[src/rtl/core/bpfb_pkg.sv]
`timescale 1ns / 1ps
// ----------------------------------------------------------------------------
// bpfb_pkg
// Shared types, widths and helpers of the bmp pixel framebuffer blitter.
// ----------------------------------------------------------------------------
package bpfb_pkg;

    // largest image dimension and derived widths
    localparam int MAX_DIM  = 4096;
    localparam int CNT_W    = $clog2(MAX_DIM);
    localparam int DIM_W    = CNT_W + 1;
    localparam int OFF_W    = 12;
    localparam int ADDR_W   = 27;
    localparam int WORD_W   = 32;
    localparam int CFG_IDX_W = 3;
    localparam int CFG_DATA_W = 13;

    // alpha byte of the 32-bit format
    localparam logic [7:0] ALPHA_BYTE = 8'hFF;

    // register indexes of the configuration port
    typedef enum logic [CFG_IDX_W-1:0] {
        REG_IMAGE_WIDTH  = 3'd0,
        REG_IMAGE_HEIGHT = 3'd1,
        REG_LEFT_COL     = 3'd2,
        REG_TOP_ROW      = 3'd3,
        REG_SCREEN_XRES  = 3'd4,
        REG_SCREEN_YRES  = 3'd5,
        REG_OUT_MODE     = 3'd6,
        REG_SRC_BYTES    = 3'd7
    } cfg_index_t;

    // framebuffer formats
    typedef enum logic {
        MODE_RGB565 = 1'b0,
        MODE_BGRA   = 1'b1
    } out_mode_t;

    // configuration as seen by the datapath
    typedef struct packed {
        logic [DIM_W-1:0] width;
        logic [DIM_W-1:0] height;
        logic [OFF_W-1:0] left_col;
        logic [OFF_W-1:0] top_row;
        logic [DIM_W-1:0] screen_xres;
        logic [DIM_W-1:0] screen_yres;
        out_mode_t        out_mode;
        logic [1:0]       src_bytes;
        logic             reject;
    } cfg_t;

    // position of the current item in the image
    typedef struct packed {
        logic [CNT_W-1:0] row;
        logic [CNT_W-1:0] col;
        logic             last;
    } pos_t;

    // clamp a dimension into 1..MAX_DIM
    function automatic logic [DIM_W-1:0] clamp_dim(input logic [DIM_W-1:0] v);
        logic [DIM_W-1:0] r;
        if (v == '0)
        begin
            r = DIM_W'(1);
        end
        else if (v > DIM_W'(MAX_DIM))
        begin
            r = DIM_W'(MAX_DIM);
        end
        else
        begin
            r = v;
        end
        return r;
    endfunction

endpackage

[src/rtl/core/bpfb_cfg.sv]
`timescale 1ns / 1ps
// ----------------------------------------------------------------------------
// bpfb_cfg
// Configuration registers with dimension clamping and the height bounds check.
// ----------------------------------------------------------------------------
module bpfb_cfg (
    input  logic                            clk,
    input  logic                            rst_n,
    input  logic                            cfg_valid,
    input  logic [bpfb_pkg::CFG_IDX_W-1:0]  cfg_index,
    input  logic [bpfb_pkg::CFG_DATA_W-1:0] cfg_data,
    output bpfb_pkg::cfg_t                  cfg
);

    logic [bpfb_pkg::DIM_W-1:0] width_reg;
    logic [bpfb_pkg::DIM_W-1:0] height_reg;
    logic [bpfb_pkg::OFF_W-1:0] left_col_reg;
    logic [bpfb_pkg::OFF_W-1:0] top_row_reg;
    logic [bpfb_pkg::DIM_W-1:0] xres_reg;
    logic [bpfb_pkg::DIM_W-1:0] yres_reg;
    bpfb_pkg::out_mode_t        mode_reg;
    logic [1:0]                 src_bytes_reg;
    logic [bpfb_pkg::DIM_W:0]   bottom_edge;

    // register writes, image dimensions stored already clamped
    always_ff @(posedge clk or negedge rst_n)
    begin
        if (!rst_n)
        begin
            width_reg     <= bpfb_pkg::DIM_W'(1);
            height_reg    <= bpfb_pkg::DIM_W'(1);
            left_col_reg  <= '0;
            top_row_reg   <= '0;
            xres_reg      <= bpfb_pkg::DIM_W'(1);
            yres_reg      <= bpfb_pkg::DIM_W'(1);
            mode_reg      <= bpfb_pkg::MODE_RGB565;
            src_bytes_reg <= 2'd3;
        end
        else if (cfg_valid)
        begin
            case (bpfb_pkg::cfg_index_t'(cfg_index))
                bpfb_pkg::REG_IMAGE_WIDTH:  width_reg <= bpfb_pkg::clamp_dim(cfg_data);
                bpfb_pkg::REG_IMAGE_HEIGHT: height_reg <= bpfb_pkg::clamp_dim(cfg_data);
                bpfb_pkg::REG_LEFT_COL:     left_col_reg <= cfg_data[bpfb_pkg::OFF_W-1:0];
                bpfb_pkg::REG_TOP_ROW:      top_row_reg <= cfg_data[bpfb_pkg::OFF_W-1:0];
                bpfb_pkg::REG_SCREEN_XRES:  xres_reg <= cfg_data;
                bpfb_pkg::REG_SCREEN_YRES:  yres_reg <= cfg_data;
                bpfb_pkg::REG_OUT_MODE:     mode_reg <= bpfb_pkg::out_mode_t'(cfg_data[0]);
                bpfb_pkg::REG_SRC_BYTES:    src_bytes_reg <= cfg_data[1:0];
                default:                    width_reg <= width_reg;
            endcase
        end
    end

    // image bottom edge against the screen height
    assign bottom_edge = (bpfb_pkg::DIM_W+1)'(height_reg)
                       + (bpfb_pkg::DIM_W+1)'(top_row_reg);

    always_comb
    begin
        cfg.width       = width_reg;
        cfg.height      = height_reg;
        cfg.left_col    = left_col_reg;
        cfg.top_row     = top_row_reg;
        cfg.screen_xres = xres_reg;
        cfg.screen_yres = yres_reg;
        cfg.out_mode    = mode_reg;
        cfg.src_bytes   = src_bytes_reg;
        cfg.reject      = bottom_edge > (bpfb_pkg::DIM_W+1)'(yres_reg);
    end

endmodule

[src/rtl/core/bpfb_walker.sv]
`timescale 1ns / 1ps
// ----------------------------------------------------------------------------
// bpfb_walker
// Row and column counters that walk the image one item at a time.
// ----------------------------------------------------------------------------
module bpfb_walker (
    input  logic           clk,
    input  logic           rst_n,
    input  bpfb_pkg::cfg_t cfg,
    input  logic           advance,
    output bpfb_pkg::pos_t pos
);

    logic [bpfb_pkg::CNT_W-1:0] row_reg;
    logic [bpfb_pkg::CNT_W-1:0] col_reg;
    logic [bpfb_pkg::CNT_W-1:0] row_next;
    logic [bpfb_pkg::CNT_W-1:0] col_next;
    logic [bpfb_pkg::CNT_W-1:0] row_cur;
    logic [bpfb_pkg::CNT_W-1:0] col_cur;
    logic [bpfb_pkg::DIM_W-1:0] row_inc;
    logic [bpfb_pkg::DIM_W-1:0] col_inc;
    logic                       outside;

    // restart when a register write left the counters outside the image
    assign outside = (bpfb_pkg::DIM_W'(row_reg) >= cfg.height)
                  || (bpfb_pkg::DIM_W'(col_reg) >= cfg.width);
    assign row_cur = outside ? '0 : row_reg;
    assign col_cur = outside ? '0 : col_reg;
    assign row_inc = bpfb_pkg::DIM_W'(row_cur) + bpfb_pkg::DIM_W'(1);
    assign col_inc = bpfb_pkg::DIM_W'(col_cur) + bpfb_pkg::DIM_W'(1);

    // step left to right, then to the next row, wrapping after the last
    always_comb
    begin
        if (col_inc >= cfg.width)
        begin
            col_next = '0;
            row_next = (row_inc >= cfg.height) ? '0 : row_inc[bpfb_pkg::CNT_W-1:0];
        end
        else
        begin
            col_next = col_inc[bpfb_pkg::CNT_W-1:0];
            row_next = row_cur;
        end
    end

    always_ff @(posedge clk or negedge rst_n)
    begin
        if (!rst_n)
        begin
            row_reg <= '0;
            col_reg <= '0;
        end
        else if (advance)
        begin
            row_reg <= row_next;
            col_reg <= col_next;
        end
    end

    always_comb
    begin
        pos.row  = row_cur;
        pos.col  = col_cur;
        pos.last = (row_inc == cfg.height) && (col_inc == cfg.width);
    end

endmodule

[src/rtl/core/bpfb_format.sv]
`timescale 1ns / 1ps
// ----------------------------------------------------------------------------
// bpfb_format
// Framebuffer address and pixel word of one registered item.
// ----------------------------------------------------------------------------
module bpfb_format (
    input  bpfb_pkg::cfg_t                    cfg,
    input  logic [7:0]                        blue,
    input  logic [7:0]                        green,
    input  logic [7:0]                        red,
    input  logic [bpfb_pkg::DIM_W-1:0]        screen_row,
    input  logic [bpfb_pkg::CNT_W-1:0]        col,
    output logic [bpfb_pkg::ADDR_W-1:0]       address,
    output logic [bpfb_pkg::WORD_W-1:0]       word
);

    localparam int MUL_W = 2 * bpfb_pkg::DIM_W;
    localparam int LIN_W = MUL_W + 1;
    localparam int SCL_W = LIN_W + 2;

    logic [7:0]                 b_m;
    logic [7:0]                 g_m;
    logic [7:0]                 r_m;
    logic [bpfb_pkg::DIM_W-1:0] screen_col;
    logic [MUL_W-1:0]           row_base;
    logic [LIN_W-1:0]           linear;
    logic [SCL_W-1:0]           scaled;

    // zero the bytes beyond the source pixel size
    assign b_m = (cfg.src_bytes < 2'd1) ? 8'd0 : blue;
    assign g_m = (cfg.src_bytes < 2'd2) ? 8'd0 : green;
    assign r_m = (cfg.src_bytes < 2'd3) ? 8'd0 : red;

    // pixel index on screen, then scaled by bytes per pixel
    assign screen_col = bpfb_pkg::DIM_W'(cfg.left_col) + bpfb_pkg::DIM_W'(col);
    assign row_base   = MUL_W'(screen_row) * MUL_W'(cfg.screen_xres);
    assign linear     = LIN_W'(row_base) + LIN_W'(screen_col);
    assign scaled     = (cfg.out_mode == bpfb_pkg::MODE_BGRA)
                      ? {linear, 2'b00} : {1'b0, linear, 1'b0};

    always_comb
    begin
        if (cfg.reject)
        begin
            address = '0;
            word    = '0;
        end
        else
        begin
            address = scaled[bpfb_pkg::ADDR_W-1:0];
            if (cfg.out_mode == bpfb_pkg::MODE_BGRA)
            begin
                word = {bpfb_pkg::ALPHA_BYTE, r_m, g_m, b_m};
            end
            else
            begin
                word = {16'd0, r_m[7:3], g_m[7:2], b_m[7:3]};
            end
        end
    end

endmodule

[src/rtl/core/bmp_pixel_framebuffer_blitter.sv]
`timescale 1ns / 1ps
// ----------------------------------------------------------------------------
// bmp_pixel_framebuffer_blitter
// Streams bottom-up BMP pixels into framebuffer writes (RGB565 or BGRA).
// ----------------------------------------------------------------------------
// an accepted item passes the input register, then the result register
// throughput: 1 item per cycle while out_ready holds, set by the input and result registers
// in_ready stays high while the result register is free or being emptied
// reset: registers return to defaults (1x1 image, 1x1 screen, RGB565,
// 3 source bytes), counters to the first pixel, pipeline empty
module bmp_pixel_framebuffer_blitter (
    input  logic                            clk,
    input  logic                            rst_n,
    input  logic                            cfg_valid,
    output logic                            cfg_ready,
    input  logic [bpfb_pkg::CFG_IDX_W-1:0]  cfg_index,
    input  logic [bpfb_pkg::CFG_DATA_W-1:0] cfg_data,
    input  logic                            in_valid,
    output logic                            in_ready,
    input  logic [7:0]                      pixel_byte0,
    input  logic [7:0]                      pixel_byte1,
    input  logic [7:0]                      pixel_byte2,
    output logic                            out_valid,
    input  logic                            out_ready,
    output logic [bpfb_pkg::ADDR_W-1:0]     fb_address,
    output logic [bpfb_pkg::WORD_W-1:0]     pixel_word,
    output logic                            status,
    output logic                            last_of_image
);

    bpfb_pkg::cfg_t             cfg;
    bpfb_pkg::pos_t             pos;
    logic                       in_take;
    logic                       s1_move;
    logic                       s1_valid_reg;
    logic                       s1_valid_next;
    logic                       out_valid_reg;
    logic                       out_valid_next;
    logic [7:0]                 s1_b_reg;
    logic [7:0]                 s1_g_reg;
    logic [7:0]                 s1_r_reg;
    logic [bpfb_pkg::DIM_W-1:0] s1_srow_reg;
    logic [bpfb_pkg::CNT_W-1:0] s1_col_reg;
    logic                       s1_last_reg;
    logic [bpfb_pkg::DIM_W-1:0] srow;
    logic [bpfb_pkg::ADDR_W-1:0] addr_calc;
    logic [bpfb_pkg::WORD_W-1:0] word_calc;
    logic [bpfb_pkg::ADDR_W-1:0] addr_reg;
    logic [bpfb_pkg::WORD_W-1:0] word_reg;
    logic                       status_reg;
    logic                       last_reg;

    assign cfg_ready = 1'b1;

    bpfb_cfg u_cfg (
        .clk       (clk),
        .rst_n     (rst_n),
        .cfg_valid (cfg_valid),
        .cfg_index (cfg_index),
        .cfg_data  (cfg_data),
        .cfg       (cfg)
    );

    bpfb_walker u_walker (
        .clk     (clk),
        .rst_n   (rst_n),
        .cfg     (cfg),
        .advance (in_take),
        .pos     (pos)
    );

    // pipeline handshake
    assign s1_move  = s1_valid_reg && (!out_valid_reg || out_ready);
    assign in_ready = !s1_valid_reg || s1_move;
    assign in_take  = in_valid && in_ready;

    always_comb
    begin
        s1_valid_next  = in_take || (s1_valid_reg && !s1_move);
        out_valid_next = s1_move || (out_valid_reg && !out_ready);
    end

    always_ff @(posedge clk or negedge rst_n)
    begin
        if (!rst_n)
        begin
            s1_valid_reg  <= 1'b0;
            out_valid_reg <= 1'b0;
        end
        else
        begin
            s1_valid_reg  <= s1_valid_next;
            out_valid_reg <= out_valid_next;
        end
    end

    // screen row of the current image row, bottom row first
    assign srow = cfg.height - bpfb_pkg::DIM_W'(1)
                + bpfb_pkg::DIM_W'(cfg.top_row) - bpfb_pkg::DIM_W'(pos.row);

    // input register
    always_ff @(posedge clk)
    begin
        if (in_take)
        begin
            s1_b_reg    <= pixel_byte0;
            s1_g_reg    <= pixel_byte1;
            s1_r_reg    <= pixel_byte2;
            s1_srow_reg <= srow;
            s1_col_reg  <= pos.col;
            s1_last_reg <= pos.last;
        end
    end

    bpfb_format u_format (
        .cfg        (cfg),
        .blue       (s1_b_reg),
        .green      (s1_g_reg),
        .red        (s1_r_reg),
        .screen_row (s1_srow_reg),
        .col        (s1_col_reg),
        .address    (addr_calc),
        .word       (word_calc)
    );

    // result register
    always_ff @(posedge clk)
    begin
        if (s1_move)
        begin
            addr_reg   <= addr_calc;
            word_reg   <= word_calc;
            status_reg <= cfg.reject;
            last_reg   <= s1_last_reg;
        end
    end

    assign out_valid     = out_valid_reg;
    assign fb_address    = addr_reg;
    assign pixel_word    = word_reg;
    assign status        = status_reg;
    assign last_of_image = last_reg;

endmodule

[config.mk]
export PLATFORM = sky130hd
export DESIGN_NAME = bmp_pixel_framebuffer_blitter
export DESIGN_NICKNAME = d
export VERILOG_FILES = /design/src/rtl/core/bpfb_pkg.sv /design/src/rtl/core/bpfb_cfg.sv /design/src/rtl/core/bpfb_walker.sv /design/src/rtl/core/bpfb_format.sv /design/src/rtl/core/bmp_pixel_framebuffer_blitter.sv
export SDC_FILE = /design/constraint.sdc
export NUM_CORES = 1
export LEC_CHECK = 0
export BUFFER_PORTS_ARGS = -buffer_cell sky130_fd_sc_hd__buf_2
export CORE_MARGIN = 2
export CORE_UTILIZATION = 52
export CTS_BUF_LIST = sky130_fd_sc_hd__clkbuf_16
export DETAILED_ROUTE_END_ITERATION = 8
export HOLD_SLACK_MARGIN = 0.1
export PLACE_DENSITY = 0.68
export SLEW_MARGIN = 20
export SYNTH_ARGS = -nofsm -noshare
export SYNTH_HDL_FRONTEND = slang
export SYNTH_HIERARCHICAL = 1
export SYNTH_SLANG_ARGS = --single-unit
[constraint.sdc]
create_clock -name clk -period 5.38 [get_ports clk]
set_input_delay 1.076 -clock clk [delete_from_list [all_inputs] [get_ports clk]]
set_output_delay 1.076 -clock clk [all_outputs]
set_load 0.01 [all_outputs]
Word level (Yosys, flattened, before mapping) --
Cells that the tools add are included.
Word-level totals: memories 0, latch bits 0, RAM bits 0, word-level logic and storage cells 92, output and inout bits 64, register bits after elaboration 216, bits of input ports 45, ROM bits 0
Operators by class: shifts and indexed selects 0, multipliers 1, bitwise logic cells 1, equal/unequal tests 9, div/mod/pow operators 0, reductions and logical operators 27, muxes and demuxes 12, $add $sub $neg 8, magnitude comparators 9
Operators by type and width (number):
- 12-bit two-way mux | 5
- 32-bit two-way mux | 1
- 27-bit two-way mux | 1
- 12-bit by 1-bit adder with 13-bit output (second input constant) | 2
- 26-bit by 13-bit adder with 26-bit output | 1
- 13-bit == test | 2
- 12-bit by 13-bit >= comparator with 1-bit output | 2
- 13-bit >= comparator | 2
- 13-bit by 13-bit multiplier with 26-bit output | 1
- 13-bit two-way mux | 2
- 8-bit two-way mux | 3
- 2-bit AND reduction | 8
- 13-bit by 12-bit adder with 14-bit output | 1
- 14-bit by 13-bit > comparator with 1-bit output | 1
- 12-bit by 12-bit adder with 13-bit output | 1
- 13-bit by 12-bit adder with 13-bit output | 1
- 13-bit > comparator (second input constant) | 1
- 13-bit zero test | 1
- 13-bit by 1-bit subtractor with 13-bit output (second input constant) | 1
- 13-bit by 12-bit subtractor with 13-bit output | 1
- 3-bit == test (second input constant) | 4
- 3-bit by 2-bit == test with 1-bit output (second input constant) | 2
- 1-bit logical AND | 5
- 1-bit logical OR | 5
- 8 further kinds | 13

Depth between registers and ports, before layout --
depth after elaboration 7, gate-level depth with buffers 25

Modules after synthesis --
Netlist, hierarchy kept.
By module, submodules not included:
- bpfb_format | instances 1, area an instance 7319.5 um^2, cells each 886
- bmp_pixel_framebuffer_blitter | instances 1, area an instance 4336.7 um^2, cells each 235
- bpfb_cfg | instances 1, area an instance 3998.8 um^2, cells each 349
- bpfb_walker | instances 1, area an instance 2911.5 um^2, cells each 361

Worst setup path after synthesis --
Ideal clock, no wire load.
kind register to register, start point register s1_srow_reg[5] (netlist bit), end point register addr_reg (netlist bit fb_address[22]), data pin, stages on the path, launching flop included 22, clock period less this slack 5.822 ns, data arrival time 5.549 ns, buffers on the path 1, path slack -0.442 ns, cell sequence edfxtp_1 -> clkbuf_1 -> and2_1 -> fa_1 -> inv_1 -> fa_1 -> inv_1 -> fa_1 -> inv_1 -> fa_1 -> inv_1 -> fa_1 -> inv_1 -> fa_1 -> inv_1 -> ha_1 -> a21o_1 -> o2111ai_4 -> a31oi_4 -> or3_1 -> a21oi_2 -> a211oi_2
On the way: longest elaborated chain between the ends 3
Ends and longest elaborated chain:
- start: declaration | line bmp_pixel_framebuffer_blitter.sv:42 | logic [bpfb_pkg::DIM_W-1:0] s1_srow_reg;
- start signal: assignment | line bmp_pixel_framebuffer_blitter.sv:109 | s1_srow_reg <= srow;
- 13-bit by 13-bit multiplier with 26-bit output | line bpfb_format.sv:36 | assign row_base = MUL_W'(screen_row) * MUL_W'(cfg.screen_xres);
- 26-bit by 13-bit adder with 26-bit output | line bpfb_format.sv:37 | assign linear = LIN_W'(row_base) + LIN_W'(screen_col);
- 27-bit two-way mux | line bpfb_format.sv:39 | ? {linear, 2'b00} : {1'b0, linear, 1'b0};
- end signal: assignment | line bmp_pixel_framebuffer_blitter.sv:131 | addr_reg <= addr_calc;
- end: declaration | line bmp_pixel_framebuffer_blitter.sv:48 | logic [bpfb_pkg::ADDR_W-1:0] addr_reg;
No other way between the ends. A chain may end at the register's enable or synchronous reset.

Worst setup path after layout --
Ends and elaborated chain as after synthesis.

==> impl_metrics.ini <==
[status]
outcome = finished, violations left
violations = negative setup slack

[yosys]
synth_edf_count = 111
synthArstFlopShare_pct = 48.6
syn_area_per_cell_um2 = 10.1
syn-cell-area_um2 = 18600
synthTopCellsByArea = edfxtp_1 (18%), fa_1 (17%), dfrtp_1 (13%)
synth_top_area_cell = edfxtp_1
synthTopCellsByCount = inv_1 (276), ha_1 (176), nand2_1 (172), fa_1 (156), and2_1 (114)
synthCells = 1831
synth_seq_cells = 216
ys_seq_area_share_pct = 32.1
synth_cell_type_count = 90
synth_top_area_share_pct = 18.0
syn_nets = 2208
synth_ff_type = edfxtp_1
post-synth-top-count-cell = inv_1
yosys_warnings = 6

[cts]
clkSinkCount = 216
cts_made_buffers = 25
ctsHoldBuffers = 0
clockBufferDepth = 3
clkTransAtPathRegs_ns = 0.06
clockRootBuffer = clkbuf_16
clkLatencyLatePin_ns = 0.55
cts_tree = done
htreeDepth = 1

[sta]
slew_headroom_pct = 35.1
finalCritPeriodShare_pct = 105
rsz0062_at_grt = yes
timing.final.max_slew_violations = 0
post-route-min-period_ns = 5.64
worst_slack_ns = -0.256
finalSetupViolCount = 14
fmax_mhz = 177
tightest_slew_ns = 0.971
hold_viol = 0
skew_ns = 0.0189

[die]
dieArea_um2 = 37200
start_util_pct = 52.5
fp-row-count = 69
boundaryPins = 109
die_x_um = 193
die_h_um = 193
core_region_area_um2 = 35400

[worst_hold_path]
hold_start = s1_last_reg
hold_path_class = reg2reg
min_to = last_of_image
min_delay_path_depth = 0

[place]
dp_slack_ns = -0.279
gp_congestion = 0.912
port_buffers = 107
place_hpwl_um = 36400

[global_route]
grt_pass1_wl_um = 74500
use_met3_pct = 4.13
grt_use_met1_pct = 33.3
overflow = 0
antenna_found_initial = 1
use_met2_pct = 44.4
grt-busiest-layer = met2
grt_pass1_vias = 14200
track_usage_pct = 25.6
grt_max_degree = 55

[setup_path]
r2r-end = fb_address[22]
reg2reg_depth = 20
cp-start-kind = flop
crit_type = reg2reg
worst_setup_path_end_kind = flop
reg2reg_slack_ns = -0.26
arrival_ns = 5.91
crit_required_ns = 5.65
worst-path-max-fanout = 5
r2r-start = s1_srow_reg[5]

[drt]
totalWireLength_um = 46400
wl_per_cell_um = 18.3
vias = 13800
drc = 0
antenna_left = 0
via_per_inst = 5.46
drtIter0Drc = 785
drt_pass1_iterations = 7

[cells_and_area]
post-route-util_pct = 62.5
syn_to_final_growth_pct = 19.1
regArea_um2 = 5980
multi_input_area_um2 = 11800
drive_gt1_share_pct = 25.0
largest_reg_flops = 32
fillers = 2870
nets = 2427

[run]
maxCapViolCount = 0
-- how the worst max path moves through the flow --
stage / start / to / slack (ns)
floorplan: s1_srow_reg[5] / fb_address[22] / -0.05
global placement: u_cfg/xres_reg[3] / fb_address[22] / -0.18
detailed placement: u_cfg/xres_reg[3] / fb_address[24] / -0.28
CTS: s1_srow_reg[6] / fb_address[22] / -0.21
global route: s1_srow_reg[5] / fb_address[22] / -0.44
finish: s1_srow_reg[5] / fb_address[22] / -0.26
-- through the flow --
step                      std cells  TNS [ns]  cell area (um^2)  hold WS (ns)
after floorplan                1831    -0.160             18800         0.400
after global placement         2467     -1.71             20600         0.435
after detailed placement       2467     -2.98             20600         0.419
after CTS                      2519     -1.14             21800         0.433
after global routing           2530     -5.09             22100         0.438
final                          2531     -1.64             22100         0.427
-- cell usage in the layout (no fill, tap or decap), drive strengths merged, types with 11 or more instances in the layout --
cell type,n
inv,280
buf,267
ha,176
nand2,172
fa,156
and2,115
edfxtp,111
dfrtp,99
nor2,88
a21oi,65
mux2,57
o21ai,57
xnor2,37
nand3,35
nand2b,26
clkbuf,25
mux2i,20
nand4,19
xor2,19
a21o,17
nor3,17
and3,16
o211ai,13
nor2b,11
-- layout make-up --
type | count | area share, %
flip-flops and latches | 216 | 27.0
well taps | 461 | 2.61
clock buffers | 25 | 2.83
inverters | 278 | 4.72
multi-input cells | 1262 | 53.5
repair buffers | 267 | 8.06
clock inverters | 21 | 1.24
diodes | 1 | 0.0113
-- logic make-up after synthesis --
family,after synthesis,share of synthesized area (%)
AOI/OAI and AO/OA,253,9.68
xor gates and xnor gates,56,2.64
adders and majority gates,332,28.7
buffers and inverters,353,7.43
DFF,216,32.1
muxes,77,4.54
other,2,0.0404
and+or+nand+nor,542,14.9
-- critical path, stage by stage (launching register included) --
cell	delay [ns]
edfxtp_1	0.43
and2_4	0.19
fa_1	0.55
inv_2	0.04
fa_1	0.51
inv_2	0.04
fa_1	0.47
inv_1	0.05
fa_1	0.48
inv_1	0.05
fa_1	0.47
inv_1	0.05
fa_1	0.51
inv_2	0.05
ha_4	0.22
a21o_4	0.23
o2111ai_4	0.27
a31oi_4	0.15
or3_4	0.39
a21oi_2	0.15
a211oi_2	0.04
-- per-layer routing --
metal | part of all wire, % | wire length, um
met1 | 43 | 19800
met2 | 49 | 22700
met3 | 5.3 | 2440
met4 | 3.2 | 1480
met5 | 0 | 0
-- repair_timing --
action | in CTS | in global routing
pin swaps | 50 | 23
gates cloned | 0 | 1
gates resized for setup | 60 | 57
hold endpoints to repair | 0 | 0
endpoints found under the setup margin | 17 | 39
setup buffers | 6 | 10
Power is left out: the tool's default activity adds up to more than one toggle a clock period on the data nets, which glitch-free logic cannot reach.
